File: config.mk
export PLATFORM = sky130hd
export DESIGN_NAME = keypad_countdown_timer
export DESIGN_NICKNAME = d
export VERILOG_FILES = /design/src/kct_pkg.sv /design/src/kct_step.sv /design/src/keypad_countdown_timer.sv
export SDC_FILE = /design/constraint.sdc
export NUM_CORES = 1
export LEC_CHECK = 0
export BUFFER_PORTS_ARGS = -buffer_cell sky130_fd_sc_hd__buf_2
export CAP_MARGIN = 30
export CORE_MARGIN = 2
export CORE_UTILIZATION = 40
export DETAILED_ROUTE_END_ITERATION = 8
export PLACE_DENSITY_LB_ADDON = 0.05
export SKIP_CTS_REPAIR_TIMING = 1
export SYNTH_ARGS = -nofsm -noshare
export SYNTH_HDL_FRONTEND = slang
export SYNTH_SLANG_ARGS = --single-unit
File: constraint.sdc
create_clock -name clk -period 5.4 [get_ports clk]
set_input_delay 0.27 -clock clk [delete_from_list [all_inputs] [get_ports clk]]
set_output_delay 0.27 -clock clk [all_outputs]
set_load 0.05 [all_outputs]
File: src/kct_pkg.sv
// Shared types, codes and segment table for the keypad countdown timer.
package kct_pkg;

  localparam int NUM_DIGITS_DEF = 4;
  localparam int HOLD_W         = 4;
  localparam int ALARM_W        = 5;
  localparam int SEG_W          = 7;
  localparam int KEY_W          = 4;

  localparam logic [HOLD_W-1:0] HOLD_RESET = 4'd3;

  localparam logic [KEY_W-1:0] KEY_CLEAR = 4'd10;
  localparam logic [KEY_W-1:0] KEY_START = 4'd11;

  localparam logic [SEG_W-1:0] SEG_BLANK = 7'h00;

  typedef enum logic [2:0] {
    MODE_IDLE  = 3'b001,
    MODE_COUNT = 3'b010,
    MODE_ALARM = 3'b100
  } mode_t;

  typedef enum logic [1:0] {
    RUN_IDLE  = 2'd0,
    RUN_COUNT = 2'd1,
    RUN_ALARM = 2'd2
  } run_mode_t;

  typedef enum logic [1:0] {
    BEEP_NONE  = 2'd0,
    BEEP_SHORT = 2'd1,
    BEEP_LONG  = 2'd2
  } beep_t;

  typedef struct packed {
    logic [SEG_W-1:0] seg_thousands;
    logic [SEG_W-1:0] seg_hundreds;
    logic [SEG_W-1:0] seg_tens;
    logic [SEG_W-1:0] seg_units;
    run_mode_t        run_mode;
    beep_t            beep;
  } result_t;

  // Segment order gfedcba.
  function automatic logic [SEG_W-1:0] seg_code(input logic [3:0] d);
    logic [SEG_W-1:0] code;
    case (d)
      4'd0:    code = 7'h3f;
      4'd1:    code = 7'h06;
      4'd2:    code = 7'h5b;
      4'd3:    code = 7'h4f;
      4'd4:    code = 7'h66;
      4'd5:    code = 7'h6d;
      4'd6:    code = 7'h7d;
      4'd7:    code = 7'h07;
      4'd8:    code = 7'h7f;
      4'd9:    code = 7'h6f;
      default: code = SEG_BLANK;
    endcase
    return code;
  endfunction

  function automatic run_mode_t run_code(input mode_t m);
    run_mode_t r;
    case (m)
      MODE_COUNT: r = RUN_COUNT;
      MODE_ALARM: r = RUN_ALARM;
      default:    r = RUN_IDLE;
    endcase
    return r;
  endfunction

endpackage

File: src/kct_step.sv
// Next-state and result logic for one request of the countdown timer.
module kct_step #(
  parameter int NUM_DIGITS = kct_pkg::NUM_DIGITS_DEF
) (
  input  logic [NUM_DIGITS-1:0][3:0]       digit_value,
  input  logic [NUM_DIGITS-1:0]            digit_shown,
  input  kct_pkg::mode_t                   mode,
  input  logic [kct_pkg::ALARM_W-1:0]      alarm_elapsed,
  input  logic [kct_pkg::HOLD_W-1:0]       hold_seconds,
  input  logic                             key_valid,
  input  logic [kct_pkg::KEY_W-1:0]        key_code,
  input  logic                             second_tick,
  output logic [NUM_DIGITS-1:0][3:0]       digit_value_next,
  output logic [NUM_DIGITS-1:0]            digit_shown_next,
  output kct_pkg::mode_t                   mode_next,
  output logic [kct_pkg::ALARM_W-1:0]      alarm_elapsed_next,
  output kct_pkg::result_t                 result
);

  localparam int UNITS = NUM_DIGITS - 1;

  logic [NUM_DIGITS-1:0][3:0] dec_value;
  logic [NUM_DIGITS-1:0]      dec_shown;
  logic [NUM_DIGITS-1:0]      tick_shown;
  logic [NUM_DIGITS-1:0][3:0] tick_value;
  logic [NUM_DIGITS-1:0]      tick_blank;
  kct_pkg::mode_t             tick_mode;
  logic [kct_pkg::ALARM_W-1:0] tick_alarm;
  logic [kct_pkg::ALARM_W-1:0] alarm_inc;
  kct_pkg::beep_t             beep_next;
  kct_pkg::beep_t             beep_out;
  logic [kct_pkg::SEG_W-1:0]  seg [4];

  // BCD decrement, borrow rippling from the units digit leftward.
  always_comb begin
    logic borrow;
    logic nz;
    borrow = 1'b1;
    for (int i = NUM_DIGITS - 1; i >= 0; i--) begin
      if (borrow && digit_value[i] == 4'd0) begin
        dec_value[i] = 4'd9;
      end else if (borrow) begin
        dec_value[i] = digit_value[i] - 4'd1;
        borrow = 1'b0;
      end else begin
        dec_value[i] = digit_value[i];
      end
    end
    nz = 1'b0;
    for (int i = 0; i < NUM_DIGITS; i++) begin
      nz = nz | (dec_value[i] != 4'd0);
      dec_shown[i] = nz || (i == UNITS);
    end
  end

  assign alarm_inc = alarm_elapsed + kct_pkg::ALARM_W'(1);

  // Tick first.
  always_comb begin
    tick_value = digit_value;
    tick_shown = digit_shown;
    tick_mode  = mode;
    tick_alarm = alarm_elapsed;
    beep_next  = kct_pkg::BEEP_NONE;
    if (second_tick) begin
      case (mode)
        kct_pkg::MODE_COUNT: begin
          if (dec_value == '0) begin
            tick_value        = '0;
            tick_shown        = '0;
            tick_shown[UNITS] = 1'b1;
            tick_mode         = kct_pkg::MODE_ALARM;
            tick_alarm        = '0;
            beep_next         = kct_pkg::BEEP_LONG;
          end else begin
            tick_value = dec_value;
            tick_shown = dec_shown;
          end
        end
        kct_pkg::MODE_ALARM: begin
          if (alarm_inc > {1'b0, hold_seconds}) begin
            tick_value = '0;
            tick_shown = '0;
            tick_mode  = kct_pkg::MODE_IDLE;
            tick_alarm = '0;
          end else begin
            tick_alarm = alarm_inc;
          end
        end
        default: ;
      endcase
    end
  end

  // Leading-zero blanking of the digits after the tick, for a restart.
  always_comb begin
    logic nz;
    nz = 1'b0;
    for (int i = 0; i < NUM_DIGITS; i++) begin
      nz = nz | (tick_value[i] != 4'd0);
      tick_blank[i] = nz || (i == UNITS);
    end
  end

  // Then the key.
  always_comb begin
    digit_value_next   = tick_value;
    digit_shown_next   = tick_shown;
    mode_next          = tick_mode;
    alarm_elapsed_next = tick_alarm;
    beep_out           = beep_next;
    if (key_valid) begin
      case (key_code)
        kct_pkg::KEY_START: begin
          if (tick_value[UNITS] != 4'd0) begin
            digit_shown_next   = tick_blank;
            mode_next          = kct_pkg::MODE_COUNT;
            alarm_elapsed_next = '0;
            beep_out           = kct_pkg::BEEP_SHORT;
          end
        end
        kct_pkg::KEY_CLEAR: begin
          digit_value_next   = '0;
          digit_shown_next   = '0;
          mode_next          = kct_pkg::MODE_IDLE;
          alarm_elapsed_next = '0;
        end
        default: begin
          if ((key_code inside {[4'd0:4'd9]}) && tick_mode != kct_pkg::MODE_COUNT &&
              tick_mode != kct_pkg::MODE_ALARM) begin
            // Shift left only where the right neighbor is shown.
            for (int i = 0; i < NUM_DIGITS - 1; i++) begin
              if (tick_shown[i + 1]) begin
                digit_value_next[i] = tick_value[i + 1];
                digit_shown_next[i] = 1'b1;
              end
            end
            digit_value_next[UNITS] = key_code;
            digit_shown_next[UNITS] = 1'b1;
          end
        end
      endcase
    end
  end

  // Rightmost four positions drive the display.
  for (genvar g = 0; g < 4; g++) begin : g_seg
    if (NUM_DIGITS - 4 + g >= 0) begin : g_pos
      localparam int POS = NUM_DIGITS - 4 + g;
      assign seg[g] = digit_shown_next[POS] ? kct_pkg::seg_code(digit_value_next[POS])
                                             : kct_pkg::SEG_BLANK;
    end else begin : g_none
      assign seg[g] = kct_pkg::SEG_BLANK;
    end
  end

  assign result.seg_thousands = seg[0];
  assign result.seg_hundreds  = seg[1];
  assign result.seg_tens      = seg[2];
  assign result.seg_units     = seg[3];
  assign result.run_mode      = kct_pkg::run_code(mode_next);
  assign result.beep          = beep_out;

endmodule

File: src/keypad_countdown_timer.sv
// Keypad countdown timer top level: state registers, result register and skid stage.
//
// Input channel (in_valid/in_stall): one request carries an optional key press
// (key_valid, key_code) and a one-second tick (second_tick). The tick is applied
// first, then the key. Output channel (out_valid/out_stall): exactly one result per
// request with four seven-segment codes (gfedcba, 0 = blank), run_mode and beep.
// An accepted request has its result registered in the result register, or in the
// skid register while the receiver stalls. Throughput is one request per cycle while
// in_stall is low; the digit update, BCD decrement and segment lookup all settle in
// the single step between the state registers and the result register.
// While the receiver stalls, the result register holds and one more result is
// parked in a skid register; in_stall rises only while that skid register is full.
// hold_seconds is written through cfg_write/cfg_data; write it only while idle (not enforced).
// Reset (rst, synchronous) blanks all digits, returns to idle, sets hold_seconds
// to 3 and drops both output entries.
module keypad_countdown_timer #(
  parameter int NUM_DIGITS = kct_pkg::NUM_DIGITS_DEF
) (
  input  logic                          clk,
  input  logic                          rst,
  input  logic                          in_valid,
  output logic                          in_stall,
  input  logic                          key_valid,
  input  logic [kct_pkg::KEY_W-1:0]     key_code,
  input  logic                          second_tick,
  output logic                          out_valid,
  input  logic                          out_stall,
  output logic [kct_pkg::SEG_W-1:0]     seg_thousands,
  output logic [kct_pkg::SEG_W-1:0]     seg_hundreds,
  output logic [kct_pkg::SEG_W-1:0]     seg_tens,
  output logic [kct_pkg::SEG_W-1:0]     seg_units,
  output logic [1:0]                    run_mode,
  output logic [1:0]                    beep,
  input  logic                          cfg_write,
  input  logic [kct_pkg::HOLD_W-1:0]    cfg_data
);

  logic [NUM_DIGITS-1:0][3:0]   digit_value;
  logic [NUM_DIGITS-1:0]        digit_shown;
  kct_pkg::mode_t               mode;
  logic [kct_pkg::ALARM_W-1:0]  alarm_elapsed;
  logic [kct_pkg::HOLD_W-1:0]   hold_seconds;

  logic [NUM_DIGITS-1:0][3:0]   digit_value_next;
  logic [NUM_DIGITS-1:0]        digit_shown_next;
  kct_pkg::mode_t               mode_next;
  logic [kct_pkg::ALARM_W-1:0]  alarm_elapsed_next;
  kct_pkg::result_t             step_result;

  kct_pkg::result_t             out_data;
  kct_pkg::result_t             skid_data;
  logic                         skid_valid;
  logic                         accept;
  logic                         out_free;

  assign in_stall = skid_valid;
  assign accept   = in_valid && !skid_valid;
  assign out_free = !out_valid || !out_stall;

  kct_step #(
    .NUM_DIGITS(NUM_DIGITS)
  ) u_step (
    .digit_value       (digit_value),
    .digit_shown       (digit_shown),
    .mode              (mode),
    .alarm_elapsed     (alarm_elapsed),
    .hold_seconds      (hold_seconds),
    .key_valid         (key_valid),
    .key_code          (key_code),
    .second_tick       (second_tick),
    .digit_value_next  (digit_value_next),
    .digit_shown_next  (digit_shown_next),
    .mode_next         (mode_next),
    .alarm_elapsed_next(alarm_elapsed_next),
    .result            (step_result)
  );

  always_ff @(posedge clk) begin
    if (rst) begin
      hold_seconds <= kct_pkg::HOLD_RESET;
    end else if (cfg_write) begin
      hold_seconds <= cfg_data;
    end
  end

  always_ff @(posedge clk) begin
    if (rst) begin
      digit_value   <= '0;
      digit_shown   <= '0;
      mode          <= kct_pkg::MODE_IDLE;
      alarm_elapsed <= '0;
    end else if (accept) begin
      digit_value   <= digit_value_next;
      digit_shown   <= digit_shown_next;
      mode          <= mode_next;
      alarm_elapsed <= alarm_elapsed_next;
    end
  end

  // Result register with a one-entry skid behind it.
  always_ff @(posedge clk) begin
    if (rst) begin
      out_valid  <= 1'b0;
      skid_valid <= 1'b0;
    end else begin
      if (out_free) begin
        if (skid_valid) begin
          out_valid  <= 1'b1;
          skid_valid <= 1'b0;
        end else begin
          out_valid <= accept;
        end
      end else if (accept) begin
        skid_valid <= 1'b1;
      end
    end
  end

  always_ff @(posedge clk) begin
    if (out_free) begin
      out_data <= skid_valid ? skid_data : step_result;
    end
    if (accept && !out_free) begin
      skid_data <= step_result;
    end
  end

  assign seg_thousands = out_data.seg_thousands;
  assign seg_hundreds  = out_data.seg_hundreds;
  assign seg_tens      = out_data.seg_tens;
  assign seg_units     = out_data.seg_units;
  assign run_mode      = out_data.run_mode;
  assign beep          = out_data.beep;

endmodule

# After elaboration in Yosys (flattened, before gate mapping)
# Memory sizes are Yosys's and may differ from the RTL's.
# Cells that the tools add are included.
dict set report totals {
  ff_bits 98
  rom_bits 448
  input_bits 15
  output_inout_bits 34
  word_cells 130
  memories 4
}
dict set report classes {
  n_addsub 5
  order_cmp 3
  eq_ne 8
  n_mux 58
  n_bitwise 4
  reduce_logical 26
}
# memory words width rd rd_clocked_by_memory_dff wr line_no
set mem_list {}
lappend mem_list {{(name not given)} 16 7 1 0 0 kct_pkg.sv:47} ;# case (d)
lappend mem_list {{(name not given)} 16 7 1 0 0 kct_pkg.sv:47}
lappend mem_list {{(name not given)} 16 7 1 0 0 kct_pkg.sv:47}
lappend mem_list {{(name not given)} 16 7 1 0 0 kct_pkg.sv:47}
# operator n
set ops {}
lappend ops {{$mux 16} 5}
lappend ops {{$pmux 16 s2} 2}
lappend ops {{$mux 4} 15}
lappend ops {{$mux 32} 1}
lappend ops {{$mux 7} 4}
lappend ops {{$reduce_bool 4->1} 7}
lappend ops {{$mux 5} 5}
lappend ops {{$pmux 5 s2} 2}
lappend ops {{$mux 3} 6}
lappend ops {{$logic_not 16->1} 1}
lappend ops {{$logic_not 4->1} 4}
lappend ops {{$pmux 4 s2} 2}
lappend ops {{$sub 4x1->4 const B} 4}
lappend ops {{$mux 2} 6}
lappend ops {{$pmux 3 s2} 2}
lappend ops {{$eq 4x4->1 const B} 2}
lappend ops {{$logic_and 1x1->1} 8}
lappend ops {{$mux 1} 7}
lappend ops {{$eq 3x2->1 const B} 2}
lappend ops {{$eq 3x3->1 const B} 2}
lappend ops {{$add 5x1->5 const B} 1}
lappend ops {{$gt 5x4->1} 1}
lappend ops {{$ge 4x1->1 const B} 1}
lappend ops {{$le 4x4->1 const B} 1}
lappend ops {{other kinds (7)} 13}

# Longest topological paths before layout
# Gate-level depths: netlist of the first run.
# An unclocked memory read counts as a cell.
dict set report logic_depth {
  depth_word 21
  mapped_depth 17
  mapped_depth_nobuf 15
}

# By module
# From an unflattened synthesis of the first run, not the netlist that was laid out.
dict set report unflattened {
  cells_unflattened 698
  hier_area_um2 6929.1
}
# module n_inst cells_each area_per_inst_um2 seq_area_each_um2
set modules_own_cells {}
lappend modules_own_cells {keypad_countdown_timer 1 246 3930.0 2602.5}
lappend modules_own_cells {kct_step 1 452 2999.1 0.0}

# Least setup slack after synthesis of the first run
# Ideal clock, no wire load.
dict set report synth_path {
  path_kind {register -> register}
  startpoint {register digit_value[8] (netlist name)}
  endpoint {register out_data, in the netlist seg_thousands[0] (data pin)}
  setup_ns 0.180
  arrival_ns 3.632
  t_required_ns 5.220
  slack_ns 1.588
  path_stages_with_launch 16
  n_path_buf 2
  period_less_slack_ns 3.812
  path_cell_list {dfxtp_1 -> inv_1 -> ha_1 -> or3b_2 -> clkbuf_1 -> or4_1 -> a211o_1 -> o21ai_1 -> o221a_2 -> or2b_1 -> buf_6 -> mux2i_1 -> inv_1 -> ha_1 -> mux2_2 -> a221oi_1}
}
# item line_no
set synth_rtl {}
lappend synth_rtl {{from (decl)} keypad_countdown_timer.sv:38} ;# logic [NUM_DIGITS-1:0][3:0] digit_value;
lappend synth_rtl {{from (signal assigned)} keypad_countdown_timer.sv:93} ;# digit_value <= digit_value_next;
lappend synth_rtl {{to (signal assigned)} keypad_countdown_timer.sv:121} ;# out_data <= skid_valid ? skid_data : step_result;
lappend synth_rtl {{to (decl)} keypad_countdown_timer.sv:50} ;# kct_pkg::result_t out_data;

# Worst setup path after layout of the first run
dict set report layout_path {
  startpoint {register alarm_elapsed[0] (netlist name)}
  endpoint {register out_data, in the netlist seg_thousands[5] (data pin)}
}
dict set report layout_via {
  elab_chain_len 14
  elab_cells_between_ends 29
}
# item line_no
set layout_lines {}
lappend layout_lines {{from (decl)} keypad_countdown_timer.sv:41} ;# logic [kct_pkg::ALARM_W-1:0] alarm_elapsed;
lappend layout_lines {{from (signal assigned)} keypad_countdown_timer.sv:96} ;# alarm_elapsed <= alarm_elapsed_next;
lappend layout_lines {{$add 5x1->5 (*)} kct_step.sv:56} ;# assign alarm_inc = alarm_elapsed + kct_pkg::ALARM_W'(1);
lappend layout_lines {{$gt 5x4->1 (*)} kct_step.sv:81} ;# if (alarm_inc > {1'b0, hold_seconds}) begin
lappend layout_lines {{$mux 3} kct_step.sv:81}
lappend layout_lines {{$pmux 3 s2} kct_step.sv:66} ;# case (mode)
lappend layout_lines {{$mux 3} kct_step.sv:65} ;# if (second_tick) begin
lappend layout_lines {{$ne 3x2->1} kct_step.sv:129} ;# if ((key_code inside {[4'd0:4'd9]}) && tick_mode != kct_pkg::MODE_COUNT &&
lappend layout_lines {{$logic_and 1x1->1 (2 in series)} kct_step.sv:129}
lappend layout_lines {{$mux 16} kct_step.sv:129}
lappend layout_lines {{$pmux 16 s2} kct_step.sv:113} ;# case (key_code)
lappend layout_lines {{$mux 16} kct_step.sv:112} ;# if (key_valid) begin
lappend layout_lines {{$mem_v2 16x7} n/a}
lappend layout_lines {{$mux 7 (*)} kct_step.sv:150} ;# assign seg[g] = digit_shown_next[POS] ? kct_pkg::seg_code(digit_value_next[POS])
lappend layout_lines {{$mux 32 (*)} keypad_countdown_timer.sv:121}
# Every way passes the cells marked *; elsewhere a longest branch is shown, timed or not.
# A chain may end at the register's enable or synchronous reset.

==> flow_summary.json, run 1 <==
{
  "ys_seq_area_share_pct": 40.9,
  "dp_hpwl_um": 13400,
  "ys_ff_latch": 98,
  "clk_pin_slew_ns": 0.07,
  "grt_setup_unrepaired": "false",
  "crit_required_ns": 5.48,
  "first_iter_violations": 630,
  "critPathLaunchType": "register",
  "p_int_w": 0.00135,
  "yosysMostFrequentCell": "nor2_1",
  "setup_viol": 0,
  "cp.arrival_ns": 4.66,
  "synth_cells": 704,
  "grtUsageTotal_pct": 22.4,
  "synth_async_sr_flop_share_pct": 0,
  "tightest_slew_ns": 0.874,
  "yosys-top-cells-count": "nor2_1, nand2_1, edfxtp_1",
  "p_leak_nw": 2.74,
  "diodes": 0,
  "power.density_nw_per_um2": 291,
  "final_cell_area_um2": 7070,
  "h-tree-depth": 3,
  "critical_path.max_fanout": 12,
  "drt_wl_total_um": 18400,
  "via_per_inst": 5.93,
  "nets": 777,
  "clock_sinks": 98,
  "initial_utilization_pct": 40.5,
  "synth_edf_count": 64,
  "portBuffers": 48,
  "drv_slew": 0,
  "die_area_um2": 16900,
  "clockBufferDepth": 2,
  "max-vdd-ir-drop_mv": 0.136,
  "cts_buffers": 9,
  "drtPass1Iterations": 5,
  "hold_path_class": "in2reg",
  "p_clk_share_pct": 31.4,
  "area_growth_pct": 11.0,
  "max_stage_delay_ns": 0.55,
  "finalPower_w": 0.00206,
  "grt_pass1_vias": 5086,
  "antenna_found_initial": 0,
  "dieHeight_um": 130,
  "cts_tree": "built",
  "r2r_slack_ns": 0.82,
  "synth.avg_cell_area_um2": 9.04,
  "timing_hold_violations_final": 0,
  "drv_cap": 0,
  "fin_crit_sh_pct": 84.8,
  "yosysTopAreaCellShare_pct": 30.2,
  "power.switching_w": 0.000705,
  "clk_latency_ns": 0.35,
  "synth_ff_type": "edfxtp_1",
  "synth_top_area_cell": "edfxtp_1",
  "setup_tns_ns": 0,
  "seqPwrFrac_pct": 43.2,
  "wl_per_cell_um": 19.3,
  "cts_root_buf": "clkbuf_16",
  "grt.overflow.total": 0,
  "combPwrFrac_pct": 25.3,
  "critPathSlowestCell": "a21boi_1",
  "post-route-util_pct": 45.0,
  "gp_congestion": 0.887,
  "yosysWarningCount": 0,
  "die_w_um": 130,
  "period_minus_slack_ns": 4.58,
  "ys_types": 85,
  "netlist_area_um2": 6360,
  "crit_chain": "ha_1 > xor2_1 > ha_1 > nand4_1 > a21boi_1 > o21ai_0 > buf_4 > a211o_1 > o311a_1 > a221oi_2 > a311o_1 > a221oi_1",
  "critPathMostFrequentCell": "ha_1",
  "status": "finished, final reports clean",
  "grt_first_pass_wirelength_um": 29000,
  "end_kind": "register",
  "synth_area_leaders": "edfxtp_1, dfxtp_1, ha_1, nor2_1, nand2_1",
  "vias": 5652,
  "grt_max_degree": 50,
  "rows": 46,
  "max_freq_ghz": 0.218,
  "syn_nets": 749,
  "ant_nets": 0,
  "p_sw_share_pct": 34.3,
  "finClkSkew_ns": 0.00871,
  "max_slew_margin_pct": 41.3,
  "io_pins": 49,
  "placed_area_um2": 6770,
  "core_um2": 15700,
  "drive_above_1_share_pct": 15.6,
  "drc_errors": 0,
  "crit_type": "reg2reg"
}
-- placed cells by master (no fill, tap or decap), types with 6 or more instances in the layout --
master / netlist / routed
a2111oi_0: 6 / 6
a211oi_1: 18 / 18
a21oi_1: 55 / 55
a31oi_1: 6 / 6
and2_1: 7 / 7
buf_2: 4 / 48
buf_4: 1 / 11
clkbuf_16: 0 / 9
dfxtp_1: 34 / 33
edfxtp_1: 64 / 64
ha_1: 30 / 30
inv_1: 31 / 31
mux2_2: 6 / 6
mux2i_1: 11 / 11
nand2_1: 75 / 75
nand2b_1: 6 / 6
nand3_1: 11 / 11
nand4_1: 7 / 7
nor2_1: 82 / 81
nor2b_1: 9 / 8
nor3_1: 22 / 22
nor4_1: 7 / 7
o211ai_1: 6 / 6
o21ai_0: 27 / 27
o22ai_1: 8 / 8
o31ai_1: 14 / 14
-- path summary, 6_finish.rpt --
kind,from,end,cells after the start
worst max register to register,alarm_elapsed[0],seg_thousands[5],12
worst min register to register,hold_seconds[0],hold_seconds[0],2
worst max-delay path,alarm_elapsed[0],seg_thousands[5],12
worst min-delay path,cfg_data[0],hold_seconds[0],3
-- logic make-up (layout without fill, tap and decap cells) --
family | Yosys count | after routing | share of synthesized area, %
buffers and inverters | 73 | 106 | 4.91
muxes | 17 | 17 | 2.79
AOI/OAI and AO/OA | 218 | 218 | 24.7
DFF | 98 | 98 | 40.9
and+or+nand+nor | 261 | 261 | 19.9
adders and majority gates | 30 | 30 | 5.90
xor gates and xnor gates | 7 | 7 | 0.963
-- area by class of cell --
type / count / area (um^2)
fill: 1537 / 8650
multi-input combinational: 533 / 3460
sequential: 98 / 2600
timing repair buffer: 59 / 323
tap: 216 / 270
clock buffer: 10 / 239
inverter: 31 / 116
clock inverter: 6 / 53.8
-- flip-flops by register name, indices dropped and copies added, names as in the netlist --
| signal | cells |
|---|---|
| mode | 3 |
| seg_hundreds | 7 |
| seg_tens | 7 |
| beep | 2 |
| digit_value | 16 |
| run_mode | 2 |
| skid_data | 32 |
| alarm_elapsed | 5 |
| out_valid | 1 |
| seg_thousands | 7 |
| in_stall | 1 |
| digit_shown | 4 |
| seg_units | 7 |
| hold_seconds | 4 |
-- worst max-delay path, delay by kind of cell (launching register included) --
family / cells / cell delay [ns]
AOI/OAI and AO/OA: 7 / 2.85
adders and majority gates: 2 / 0.51
DFF: 1 / 0.40
buffers and inverters: 1 / 0.22
xor gates and xnor gates: 1 / 0.16
and+or+nand+nor: 1 / 0.15
-- stage by stage --
step / hold slack, ns / cells / setup WS, ns
2_1_floorplan: 0.398 / 704 / 1.59
3_3_place_gp: 0.471 / 937 / 0.853
3_5_place_dp: 0.474 / 937 / 0.893
4_1_cts: 0.130 / 953 / 0.882
5_1_grt: 0.140 / 953 / 0.507
6_report: 0.131 / 953 / 0.819
-- power by group through the flow --
stage / Sequential (W) / Combinational (W) / Clock (W)
3_5_place_dp: 0.000906 / 0.000514 / 0
6_report: 0.000889 / 0.000520 / 0.000646
2_1_floorplan: 0.00103 / 0.000276 / 0
5_1_grt: 0.000896 / 0.000567 / 0.000689
3_3_place_gp: 0.000906 / 0.000511 / 0
4_1_cts: 0.000889 / 0.000516 / 0.000660
-- per-layer routing --
metal,global-route usage (%),wire length [um],vias up
li1,-,-,2702
met1,32.3,8630,2688
met2,33.8,8130,240
met3,4.10,1360,22
met4,7.53,295,0
met5,0,0,-
No activity file was read; power rests on OpenSTA's default activity.
==> run 2: changes to the inputs <==
==> constraint.sdc (replaced) <==
create_clock -name clk -period 4.59 [get_ports clk]
set_input_delay 0.2295 -clock clk [delete_from_list [all_inputs] [get_ports clk]]
set_output_delay 0.2295 -clock clk [all_outputs]
set_load 0.05 [all_outputs]
==> run 2 against run 1 <==
Against the previous run: design area grew 2.5%; routed wire length is 0.73% lower; sequential cell count unchanged; clock skew down 0.0023 ns; worst setup slack lost 0.46 ns; count of clock-buffer cells in the layout did not move; non-clock buffer count grew 21; worst hold slack got worse by 0.034 ns; sequential power grew 18%; core utilization up 1.1 points; register-to-register slack got worse by 0.46 ns; power is 20% higher.
==> flow_summary.json, run 2 (synthesis results as in run 1) <==
{
  "grt_pass1_vias": 5212,
  "max-vdd-ir-drop_mv": 0.168,
  "crit_chain": "inv_1 > ha_1 > or3b_2 > or4_1 > a211o_1 > o21ai_1 > o221a_2 > or2b_1 > nor2_1 > nor2_1 > inv_1 > ha_1 > mux2_2 > a221oi_1",
  "clk_pin_slew_ns": 0.07,
  "hold_path_class": "in2reg",
  "area_growth_pct": 13.8,
  "via_per_inst": 5.83,
  "instances_no_fill": 974,
  "end_kind": "register",
  "dp_hpwl_um": 13600,
  "crit_required_ns": 4.77,
  "drc_errors": 0,
  "drv_cap": 0,
  "nets": 798,
  "power.density_nw_per_um2": 340,
  "die_w_um": 130,
  "crit_type": "reg2reg",
  "status": "finished, final reports clean",
  "setup_viol": 0,
  "drv_slew": 0,
  "final_cell_mix": "nor2_1, nand2_1, edfxtp_1",
  "io_pins": 49,
  "max_freq_ghz": 0.236,
  "cts_tree": "built",
  "core_um2": 15700,
  "largest_register": "skid_data",
  "clk_latency_ns": 0.35,
  "grt_first_pass_wirelength_um": 29000,
  "mostFrequentLayoutCell": "nor2_1",
  "gp_congestion": 0.918,
  "ant_nets": 0,
  "fin_crit_sh_pct": 92.2,
  "p_sw_share_pct": 33.4,
  "drt_wl_total_um": 18300,
  "grt_max_degree": 50,
  "rows": 46,
  "critPathLaunchType": "register",
  "wl_per_cell_um": 18.8,
  "vias": 5674,
  "diodes": 0,
  "cts_buffers": 9,
  "cts_root_buf": "clkbuf_16",
  "max_stage_delay_ns": 0.54,
  "combPwrFrac_pct": 25.4,
  "critical_path.max_fanout": 9,
  "grt_setup_unrepaired": "false",
  "initial_utilization_pct": 40.5,
  "grtUsageTotal_pct": 22.2,
  "h-tree-depth": 3,
  "clockBufferDepth": 2,
  "p_int_w": 0.00164,
  "p_clk_share_pct": 32.0,
  "finClkSkew_ns": 0.00643,
  "p_leak_nw": 2.83,
  "power.switching_w": 0.000823,
  "final_cell_area_um2": 7240,
  "timing_hold_violations_final": 0,
  "die_area_um2": 16900,
  "seqPwrFrac_pct": 42.6,
  "critPathSlowestCell": "or3b_2",
  "dieHeight_um": 130,
  "placed_area_um2": 6930,
  "grt.overflow.total": 0,
  "largest_registers": "skid_data (32), digit_value (16)",
  "portBuffers": 48,
  "max_slew_margin_pct": 52.8,
  "period_minus_slack_ns": 4.23,
  "first_iter_violations": 531,
  "antenna_found_initial": 0,
  "cp.arrival_ns": 4.41,
  "largest_reg_flops": 32,
  "placed_cells": 958,
  "r2r_slack_ns": 0.36,
  "setup_tns_ns": 0,
  "drive_above_1_share_pct": 18.1,
  "clock_sinks": 98,
  "tightest_slew_ns": 0.690,
  "drtPass1Iterations": 5
}
-- run 2: worst paths after layout --
| path | start | endpoint | cells past startpoint |
|---|---|---|---|
| setup / recovery | digit_value[8] | seg_thousands[3] | 14 |
| hold / removal | cfg_data[0] | hold_seconds[0] | 3 |
| setup reg to reg | digit_value[8] | seg_thousands[3] | 14 |
| hold reg to reg | digit_shown[3] | digit_shown[3] | 2 |
-- run 2: cell type report --
type                    instances  area, um^2
fillers                      1545        8470
clock inverters                 6        72.6
flip-flops and latches         98        2600
well taps                     216         270
clock buffers                  10         229
multi-input cells             533        3470
inverters                      31         116
repair buffers                 80         480
-- run 2: metal layers --
metal / vias up / global-route usage [%] / wire length, um
met3: 24 / 3.57 / 1040
met1: 2708 / 33.0 / 8870
li1: 2743 / - / -
met2: 199 / 33.2 / 8050
met5: - / 0 / 0
met4: 0 / 6.58 / 318
-- run 2: per-stage QoR --
step	utilization [%]	setup slack, ns	power [W]	hold WS (ns)
final	46.1	0.358	0.00246	0.0970
after floorplan	-	0.778	0.00153	0.357
after global routing	46.1	0.0845	0.00258	0.104
after detailed placement	44.1	0.335	0.00169	0.454
after CTS	46.0	0.322	0.00248	0.0899
after global placement	44.1	0.481	0.00168	0.446
-- run 2: worst max-delay path: cells and delay by family, from the launching register on --
family | cells | cell delay [ns]
buffers and inverters | 2 | 0.22
and+or+nand+nor | 5 | 1.74
muxes | 1 | 0.29
DFF | 1 | 0.35
adders and majority gates | 2 | 0.54
AOI/OAI and AO/OA | 4 | 0.91
-- run 2: power by group through the flow --
| stage | registers [W] | clock network [W] | logic (W) |
|---|---|---|---|
| 2_1_floorplan | 0.00121 | 0 | 0.000325 |
| 3_3_place_gp | 0.00107 | 0 | 0.000617 |
| 3_5_place_dp | 0.00107 | 0 | 0.000621 |
| 4_1_cts | 0.00105 | 0.000804 | 0.000624 |
| 5_1_grt | 0.00106 | 0.000840 | 0.000681 |
| 6_report | 0.00105 | 0.000788 | 0.000627 |
